`src/rtl/stepper_target_indexer_core_macros.svh`:
```
// Assertion macros shared by the stepper indexer RTL.
// No dependencies; included by the top level only.
`ifndef STEPPER_TARGET_INDEXER_CORE_MACROS_SVH
`define STEPPER_TARGET_INDEXER_CORE_MACROS_SVH

// Same-cycle implication, disabled while in reset.
`define STI_ASSERT_IMP(name, clk, rstn, ante, cons) \
    name: assert property (@(posedge clk) disable iff (!rstn) (ante) |-> (cons)) \
        else $error("stepper indexer check failed");

// Next-cycle implication, disabled while in reset.
`define STI_ASSERT_NXT(name, clk, rstn, ante, cons) \
    name: assert property (@(posedge clk) disable iff (!rstn) (ante) |=> (cons)) \
        else $error("stepper indexer check failed");

`endif

```
`src/rtl/sti_pkg.sv`:
```
// Shared types and constants for the stepper target indexer.
// No dependencies; used by sti_step_unit and the top level.
package sti_pkg;

    localparam int NUM_POS     = 5;
    localparam int POS_W       = 16;
    localparam int MASK_W      = 5;
    localparam int TICK_W      = 16;
    localparam int REACH_W     = 3;
    localparam int CFG_IDX_W   = 3;
    localparam int MS_W        = 32;
    localparam int PHASE_W     = 2;
    localparam int STEP_GAP_MS = 2;

    typedef enum logic [1:0] {
        CMD_LOAD  = 2'd0,
        CMD_SEEK  = 2'd1,
        CMD_HOME  = 2'd2,
        CMD_CLEAR = 2'd3
    } cmd_t;

    typedef enum logic [CFG_IDX_W-1:0] {
        REG_POS_ONE   = 3'd0,
        REG_POS_TWO   = 3'd1,
        REG_POS_THREE = 3'd2,
        REG_POS_FOUR  = 3'd3,
        REG_POS_FIVE  = 3'd4,
        REG_LIMIT     = 3'd5
    } cfg_reg_t;

    localparam logic [PHASE_W-1:0] PH_HIGH = 2'd0;
    localparam logic [PHASE_W-1:0] PH_LOW  = 2'd1;
    localparam logic [PHASE_W-1:0] PH_HOLD = 2'd2;

    // Motor and mode state of fixed width
    typedef struct packed {
        logic              seeking;
        logic [MS_W-1:0]   last_step_ms;
        logic [PHASE_W-1:0] step_phase;
        logic              step_out;
        logic              direction_out;
        logic              enable_out;
        logic              home_found;
    } motor_state_t;

    typedef struct packed {
        logic               enable_level;
        logic               direction_level;
        logic               step_level;
        logic               moving;
        logic               at_home;
        logic               dwell;
        logic [REACH_W-1:0] reached_target;
        logic [TICK_W-1:0]  tick_count;
        logic [MASK_W-1:0]  pending_mask;
    } result_t;

endpackage

```
`src/rtl/stepper_target_indexer_core.sv`:
```
// Stepper target indexer top level: input register, step logic, result register.
// Depends on sti_pkg, sti_step_unit and stepper_target_indexer_core_macros.svh.
//
// Usage:
//   One command per transfer on the s_axis side (tuser = command, tdata = target
//   mask, home switch, millisecond time). Each command produces exactly one
//   result transfer on the m_axis side with the pin levels, dwell flag, reached
//   target index, reported tick count and remaining pending targets.
//   Positions and the count limit are written through cfg_we/cfg_index/cfg_data
//   while no command is in flight.
// Flow:
//   A command is held in the input register, passes the step logic and lands
//   in the result register, which drives m_axis_tvalid. One command per cycle
//   sustained while m_axis_tready stays high; state commits as the command
//   enters the result register, so back-to-back commands see each other's effects.
// Reset:
//   Pending targets, count, step timing cleared; direction counter-clockwise,
//   motor disabled; positions 0, count limit 65535. Both stages empty.
// Stall:
//   While m_axis_tready is low the result register holds; one more command is
//   taken into the input register, then s_axis_tready drops until the result
//   is transferred.
`include "stepper_target_indexer_core_macros.svh"

module stepper_target_indexer_core #(
    parameter int COUNT_BITS = 16,
    parameter int TARGETS    = 5
) (
    input  logic        clk,
    input  logic        rst_n,
    // command in
    input  logic        s_axis_tvalid,
    output logic        s_axis_tready,
    input  logic [39:0] s_axis_tdata,   // [4:0] target_mask, [5] home_switch,
                                        // [37:6] now_ms, [39:38] zero
    input  logic [1:0]  s_axis_tuser,   // [1:0] command
    // result out
    output logic        m_axis_tvalid,
    input  logic        m_axis_tready,
    output logic [31:0] m_axis_tdata,   // [0] enable_level, [1] direction_level,
                                        // [2] step_level, [3] moving, [4] at_home,
                                        // [5] dwell, [8:6] reached_target,
                                        // [24:9] tick_count, [29:25] pending_mask,
                                        // [31:30] zero
    // configuration writes
    input  logic                             cfg_we,
    input  logic [sti_pkg::CFG_IDX_W-1:0]    cfg_index,
    input  logic [sti_pkg::POS_W-1:0]        cfg_data
);

    // configuration registers
    logic [sti_pkg::POS_W-1:0] pos_reg [sti_pkg::NUM_POS];
    logic [sti_pkg::POS_W-1:0] limit_reg;

    // architectural state
    logic [COUNT_BITS-1:0]     count_reg;
    logic [COUNT_BITS-1:0]     count_next;
    logic [TARGETS-1:0]        pending_reg;
    logic [TARGETS-1:0]        pending_next;
    sti_pkg::motor_state_t     motor_reg;
    sti_pkg::motor_state_t     motor_next;

    // input stage
    logic                      in_valid_reg;
    sti_pkg::cmd_t             in_cmd_reg;
    logic [sti_pkg::MASK_W-1:0] in_mask_reg;
    logic                      in_home_reg;
    logic [sti_pkg::MS_W-1:0]  in_now_reg;

    // result stage
    logic                      out_valid_reg;
    sti_pkg::result_t          out_reg;
    sti_pkg::result_t          result;

    logic                      advance;
    logic                      in_take;

    // command moves into the result stage when that stage is free or draining
    assign advance       = in_valid_reg && (!out_valid_reg || m_axis_tready);
    assign s_axis_tready = !in_valid_reg || advance;
    assign in_take       = s_axis_tvalid && s_axis_tready;

    sti_step_unit #(
        .COUNT_BITS (COUNT_BITS),
        .TARGETS    (TARGETS)
    ) u_step (
        .cmd          (in_cmd_reg),
        .target_mask  (in_mask_reg),
        .home_switch  (in_home_reg),
        .now_ms       (in_now_reg),
        .count_cur    (count_reg),
        .pending_cur  (pending_reg),
        .motor_cur    (motor_reg),
        .positions    (pos_reg),
        .count_limit  (limit_reg),
        .count_next   (count_next),
        .pending_next (pending_next),
        .motor_next   (motor_next),
        .result       (result)
    );

    // configuration port; indexes past the list are ignored
    always_ff @(posedge clk or negedge rst_n)
    begin
        if (!rst_n)
        begin
            for (int i = 0; i < sti_pkg::NUM_POS; i++)
                pos_reg[i] <= '0;
            limit_reg <= '1;
        end
        else if (cfg_we)
        begin
            case (cfg_index)
                sti_pkg::REG_POS_ONE:   pos_reg[0] <= cfg_data;
                sti_pkg::REG_POS_TWO:   pos_reg[1] <= cfg_data;
                sti_pkg::REG_POS_THREE: pos_reg[2] <= cfg_data;
                sti_pkg::REG_POS_FOUR:  pos_reg[3] <= cfg_data;
                sti_pkg::REG_POS_FIVE:  pos_reg[4] <= cfg_data;
                sti_pkg::REG_LIMIT:     limit_reg  <= cfg_data;
                default:                limit_reg  <= limit_reg;
            endcase
        end
    end

    // state commits when a command passes the step logic
    always_ff @(posedge clk or negedge rst_n)
    begin
        if (!rst_n)
        begin
            count_reg               <= '0;
            pending_reg             <= '0;
            motor_reg.seeking       <= 1'b0;
            motor_reg.last_step_ms  <= '0;
            motor_reg.step_phase    <= sti_pkg::PH_HIGH;
            motor_reg.step_out      <= 1'b0;
            motor_reg.direction_out <= 1'b1;
            motor_reg.enable_out    <= 1'b1;
            motor_reg.home_found    <= 1'b0;
        end
        else if (advance)
        begin
            count_reg   <= count_next;
            pending_reg <= pending_next;
            motor_reg   <= motor_next;
        end
    end

    // pipeline control
    always_ff @(posedge clk or negedge rst_n)
    begin
        if (!rst_n)
        begin
            in_valid_reg  <= 1'b0;
            out_valid_reg <= 1'b0;
        end
        else
        begin
            if (in_take)
                in_valid_reg <= 1'b1;
            else if (advance)
                in_valid_reg <= 1'b0;

            if (advance)
                out_valid_reg <= 1'b1;
            else if (m_axis_tready)
                out_valid_reg <= 1'b0;
        end
    end

    // payload registers
    always_ff @(posedge clk)
    begin
        if (in_take)
        begin
            in_cmd_reg  <= sti_pkg::cmd_t'(s_axis_tuser);
            in_mask_reg <= s_axis_tdata[4:0];
            in_home_reg <= s_axis_tdata[5];
            in_now_reg  <= s_axis_tdata[37:6];
        end
        if (advance)
            out_reg <= result;
    end

    assign m_axis_tvalid = out_valid_reg;
    assign m_axis_tdata  = {2'b00,
                            out_reg.pending_mask,
                            out_reg.tick_count,
                            out_reg.reached_target,
                            out_reg.dwell,
                            out_reg.at_home,
                            out_reg.moving,
                            out_reg.step_level,
                            out_reg.direction_level,
                            out_reg.enable_level};

    // checks
    // a reported dwell always names the target that was reached
    `STI_ASSERT_IMP(a_dwell_has_target, clk, rst_n,
        out_valid_reg && out_reg.dwell, out_reg.reached_target != 3'd0)
    // home found only ever coexists with a disabled motor
    `STI_ASSERT_IMP(a_home_stopped, clk, rst_n,
        out_valid_reg && out_reg.at_home, !out_reg.moving)
    // a command blocked by a stalled result stays in the input register
    `STI_ASSERT_NXT(a_in_hold, clk, rst_n,
        in_valid_reg && !advance, in_valid_reg && $stable(in_now_reg))

endmodule

```
`src/rtl/sti_step_unit.sv`:
```
// Next-state and result logic for one command of the stepper indexer.
// Depends on sti_pkg; purely combinational.
module sti_step_unit #(
    parameter int COUNT_BITS = 16,
    parameter int TARGETS    = 5
) (
    input  sti_pkg::cmd_t                      cmd,
    input  logic [sti_pkg::MASK_W-1:0]         target_mask,
    input  logic                               home_switch,
    input  logic [sti_pkg::MS_W-1:0]           now_ms,
    input  logic [COUNT_BITS-1:0]              count_cur,
    input  logic [TARGETS-1:0]                 pending_cur,
    input  sti_pkg::motor_state_t              motor_cur,
    input  logic [sti_pkg::POS_W-1:0]          positions [sti_pkg::NUM_POS],
    input  logic [sti_pkg::POS_W-1:0]          count_limit,
    output logic [COUNT_BITS-1:0]              count_next,
    output logic [TARGETS-1:0]                 pending_next,
    output sti_pkg::motor_state_t              motor_next,
    output sti_pkg::result_t                   result
);

    localparam int CW = (COUNT_BITS > sti_pkg::POS_W) ? COUNT_BITS : sti_pkg::POS_W;

    logic [CW-1:0]              count_w;
    logic [CW-1:0]              count_inc;
    logic [CW-1:0]              report;
    logic [sti_pkg::MS_W-1:0]   elapsed;
    logic                       step_due;
    sti_pkg::motor_state_t      motor_run;
    logic                       found;
    logic [$clog2(TARGETS+1)-1:0] hit_idx;
    logic [3:0]                 reached;
    logic                       dwell;
    logic [CW-1:0]              hit_pos;
    logic [7:0]                 pend_wide;

    assign count_w = CW'(count_cur);

    // saturating increment: stops at count_limit or all-ones
    assign count_inc = ((count_w < CW'(count_limit)) && !(&count_cur))
                       ? count_w + CW'(1) : count_w;

    // step pattern: high, low, hold; one phase when more than 2 ms elapsed
    assign elapsed  = now_ms - motor_cur.last_step_ms;
    assign step_due = elapsed > sti_pkg::MS_W'(sti_pkg::STEP_GAP_MS);

    always_comb
    begin
        motor_run            = motor_cur;
        motor_run.enable_out = 1'b0;
        if (step_due)
        begin
            if (motor_cur.step_phase == sti_pkg::PH_HIGH)
                motor_run.step_out = 1'b1;
            else if (motor_cur.step_phase == sti_pkg::PH_LOW)
                motor_run.step_out = 1'b0;
            motor_run.step_phase = (motor_cur.step_phase >= sti_pkg::PH_HOLD)
                                   ? sti_pkg::PH_HIGH
                                   : motor_cur.step_phase + sti_pkg::PHASE_W'(1);
            motor_run.last_step_ms = now_ms;
        end
    end

    always_comb
    begin
        count_next   = count_cur;
        pending_next = pending_cur;
        motor_next   = motor_cur;
        report       = count_w;
        dwell        = 1'b0;
        reached      = 4'd0;
        found        = 1'b0;
        hit_idx      = '0;
        hit_pos      = '0;
        case (cmd)
            sti_pkg::CMD_LOAD:
            begin
                pending_next       = TARGETS'(target_mask);
                motor_next.seeking = 1'b1;
            end
            sti_pkg::CMD_SEEK:
            begin
                if (motor_cur.seeking)
                begin
                    motor_next               = motor_run;
                    motor_next.direction_out = 1'b0;
                    motor_next.home_found    = 1'b0;
                    report                   = count_inc;
                    count_next               = COUNT_BITS'(count_inc);
                end
                if (pending_cur == '0)
                begin
                    motor_next.seeking    = 1'b0;
                    motor_next.enable_out = 1'b1;
                    count_next            = '0;
                end
                else
                begin
                    // lowest pending target wins
                    for (int i = TARGETS - 1; i >= 0; i--)
                    begin
                        if (pending_cur[i])
                        begin
                            found   = 1'b1;
                            hit_idx = ($clog2(TARGETS+1))'(i);
                            hit_pos = (i < sti_pkg::NUM_POS) ? CW'(positions[i]) : '0;
                        end
                    end
                    if (found && (report >= hit_pos))
                    begin
                        pending_next[hit_idx] = 1'b0;
                        dwell                 = 1'b1;
                        reached               = 4'(hit_idx) + 4'd1;
                        motor_next.enable_out = 1'b0;
                    end
                end
            end
            sti_pkg::CMD_HOME:
            begin
                if (!home_switch)
                begin
                    motor_next               = motor_run;
                    motor_next.direction_out = 1'b1;
                    motor_next.home_found    = 1'b0;
                    report                   = count_inc;
                    count_next               = COUNT_BITS'(count_inc);
                end
                else
                begin
                    motor_next.enable_out    = 1'b1;
                    motor_next.direction_out = 1'b0;
                    motor_next.home_found    = 1'b1;
                    count_next               = '0;
                end
            end
            sti_pkg::CMD_CLEAR:
            begin
                count_next = '0;
                report     = '0;
            end
            default:
            begin
                count_next = count_cur;
            end
        endcase
    end

    assign pend_wide = 8'(pending_next);

    always_comb
    begin
        result.enable_level    = motor_next.enable_out;
        result.direction_level = motor_next.direction_out;
        result.step_level      = motor_next.step_out;
        result.moving          = !motor_next.enable_out;
        result.at_home         = motor_next.home_found;
        result.dwell           = dwell;
        result.reached_target  = reached[sti_pkg::REACH_W-1:0];
        result.tick_count      = report[sti_pkg::TICK_W-1:0];
        result.pending_mask    = pend_wide[sti_pkg::MASK_W-1:0];
    end

endmodule

```
`config.mk`:
```
export PLATFORM = sky130hd
export DESIGN_NAME = stepper_target_indexer_core
export DESIGN_NICKNAME = d
export VERILOG_FILES = /design/src/rtl/sti_pkg.sv /design/src/rtl/stepper_target_indexer_core.sv /design/src/rtl/sti_step_unit.sv
export VERILOG_INCLUDE_DIRS = /design/src /design/src/rtl
export SDC_FILE = /design/constraint.sdc
export NUM_CORES = 1
export LEC_CHECK = 0
export BUFFER_PORTS_ARGS = -buffer_cell sky130_fd_sc_hd__buf_2
export CORE_AREA = 3 3 171 173
export CTS_CLUSTER_SIZE = 20
export DETAILED_ROUTE_END_ITERATION = 12
export DIE_AREA = 0 0 174 176
export PLACE_DENSITY_LB_ADDON = 0.25
export SYNTH_ARGS = -nofsm -noshare
export SYNTH_HDL_FRONTEND = slang
export SYNTH_SLANG_ARGS = --single-unit
```
`constraint.sdc`:
```
create_clock -name clk -period 6.36 [get_ports clk]
set_input_delay 1.272 -clock clk [delete_from_list [all_inputs] [get_ports clk]]
set_output_delay 1.272 -clock clk [all_outputs]
set_load 0.005 [all_outputs]
```
==> metrics <==
status=complete, no violations; post-synth top area cell=dfrtp_1; TritonCTS Sinks=228; RSZ-0062 raised after global routing=false; largest net degree at the start of global routing=74; Port Buffers=95; post-route cell area=15500 um^2; total iterations of the first detailed-routing run=6; placed cell area=14600 um^2; Synth Flop Type=dfrtp_1; Synth Register Bits=228; ys async rst share=69.3%; clock root cell=clkbuf_16; Synth Cell Area=13900 um^2; crit path from=count_reg[4]; Clock Skew=0.00809 ns; clk_lat worst skew=0.54 ns; Core ar.=27800 um^2; most frequent cells in the layout=140 x dfrtp_1, 111 x nor2_1, 99 x a21oi_1, 99 x mux2_2, 94 x buf_2; Setup Crit Path Kind=reg -> reg; Synth top area share=25.2%; startpoint types=flip-flop; LEAKAGE=6.52 nW; Synth area leaders=dfrtp_1 25%, edfxtp_1 15%, mux2_2 8.0%; Core Util, Final=55.9%; first-pass GRT wire length=57.6 mm; highest clock rate=0.191 GHz; Distinct cells, synth=82; WP data required=6.65 ns; routability cong.=0.908; Vias=11140; CP max stage cell=dfrtp_1; initial antenna violation count=2; number of synthesized flops with an enable pin=70; biggest cell delay along the critical path=0.62 ns; Area Overhead vs Synth=11.7%; max reg flops=80; Die Footprint=30600 um^2; endpoints failing hold=0; most common cell after layout, fill and taps aside=dfrtp_1; Finished Layout Cells=1847; Routed Antenna Nets=0; # nets final=1583; Row Count=61; Die Ht=176 um; final setup violation count=0; CP Cell Sequence=and4_1 > and3_1 > and2_1 > and3_1 > a31oi_1 > a21boi_1 > buf_4 > nand2_1 > mux2_2 > ha_1 > a21o_1 > a21o_1 > a21o_1 > a21o_1 > a21o_1 > a211o_1 > a21oi_1 > buf_4 > a31oi_1 > a211o_1; most used cell, CP=a21o_1; final wirelength=35.2 mm; GRT overflow=0; Starting DRT DRC Count=952; Via density=6.03; Final Max Tran Viols=0; total negative slack=0 ns; fin crit share=82.3%; DR DRC count=0; layout cells sized above 1=22.9%; synth warn=0; post-DR wirelength/cell=19.0 um; Worst-Margin Slew=1.13 ns; Cells after Synth=1401; hold crit path type=reg -> reg; Synth Area per Inst=9.92 um^2; Tot GR Track Use=22.6%; area occupied by multi-input gates=7120 um^2; hold wc startpoint=motor_reg[2]; worst reg2reg startpoint=count_reg[4]; depth of the CTS H-tree=1; # resized after CTS=0; CP Data Arrival Time=5.53 ns; Inst Count DP=1798; Fillers=2436; CTS tree=done; clock buffer count from CTS=26; CP Max Fanout=24; I/O pin count=100; vias in the first global route=10675; CTS Hold Bufs=0; Max Cap Viol=0; clock tree buffer depth=3; Worst slew margin=22.4%; Clock transition at path regs=0.06 ns; register area=6080 um^2; initial core utilization=50.0%; # Post-CTS Setup Buffers=0; Final min period=5.23 ns; CP bufs+invs=2; Horiz. Die Dim=174 um; CP endpoint kind=flip-flop; pwr dens=323 nW/um^2; final hold slack=0.461 ns; register area share after synthesis=43.7%; dpl hpwl=24.7 mm; CP top delay family=compound AO/OA/AOI/OAI gates; Worst VDD drop=0.000239 V
[through the flow]
| stage | setup slack [ns] | total power [mW] |
|---|---|---|
| final | 1.13 | 5.01 |
| after global routing | 0.792 | 5.31 |
| after CTS | 1.17 | 5.04 |
| after detailed placement | 1.23 | 3.40 |
| after global placement | 1.31 | 3.36 |
| after floorplan | 1.63 | 2.98 |
[layout make-up]
class                           count  area share (%)
Tap cell                          378            3.05
Multi-Input combinational cell   1001            45.8
Clock buffer                       34            4.84
Timing Repair Buffer              115            4.07
Sequential cell                   228            39.1
Antenna cell                        1          0.0161
Clock inverter                     14            1.19
Inverter                           76            1.84
[power by group]
group          switching [mW]  total [mW]  internal [mW]
registers               0.146        1.92           1.77
logic                   0.861        1.48          0.617
clock network           0.620        1.61          0.994
total                    1.63        5.01           3.38
[synth_stat cells (18+ instances only)]
library cell  count
a31oi_1          29
nand3_1          58
o21ai_2          31
inv_1            75
mux2_2           99
edfxtp_1         70
nor2_1          111
dfrtp_1         140
a21oi_1          99
a21o_1           26
and3_1           20
nand4_1          22
o21ai_0          60
clkbuf_1         74
dfstp_2          18
a41oi_1          40
nand2_1          82
ha_1             68
xnor2_1          21
[per-layer routing]
| layer | vias up | part of all wire (%) | GRT usage [%] |
|---|---|---|---|
| li1 | 5336 | - | - |
| met1 | 5398 | 49 | 34.7 |
| met2 | 348 | 42 | 33.0 |
| met3 | 56 | 6.5 | 4.04 |
| met4 | 2 | 2.3 | 5.93 |
| met5 | - | 0.037 | 0 |
[worst reg2reg max path, cell delays in order (launching register included)]
cell	delay (ns)
dfrtp_1	0.62
and4_1	0.35
and3_1	0.28
and2_1	0.25
and3_1	0.26
a31oi_1	0.14
a21boi_1	0.16
buf_4	0.23
nand2_1	0.17
mux2_2	0.38
ha_1	0.30
a21o_1	0.15
a21o_1	0.17
a21o_1	0.17
a21o_1	0.17
a21o_1	0.17
a211o_1	0.28
a21oi_1	0.12
buf_4	0.20
a31oi_1	0.15
a211o_1	0.25
[worst paths after layout]
check                                        to  slack (ns)  cells past startpoint
worst max-delay path            m_axis_tdata[3]        1.13                     20
worst min-delay path               motor_reg[2]        0.46                      2
worst max register to register  m_axis_tdata[3]        1.13                     20
worst min register to register     motor_reg[2]        0.46                      2
max in group asynchronous         motor_reg[12]        4.50                      2
min in group asynchronous          count_reg[9]        0.68                      1
[kinds of logic (layout without fill, tap and decap cells)]
group | Yosys count | in the layout | synth area share [%]
other cells | 1 | 3 | 0.0270
simple gates | 387 | 387 | 13.6
compound gates | 414 | 414 | 21.0
mux | 104 | 104 | 8.38
buf+inv | 173 | 239 | 5.38
xor+xnor | 25 | 25 | 1.57
flops | 228 | 228 | 43.7
fa+ha+maj | 69 | 69 | 6.26
Power figures use the tool's default switching activity.
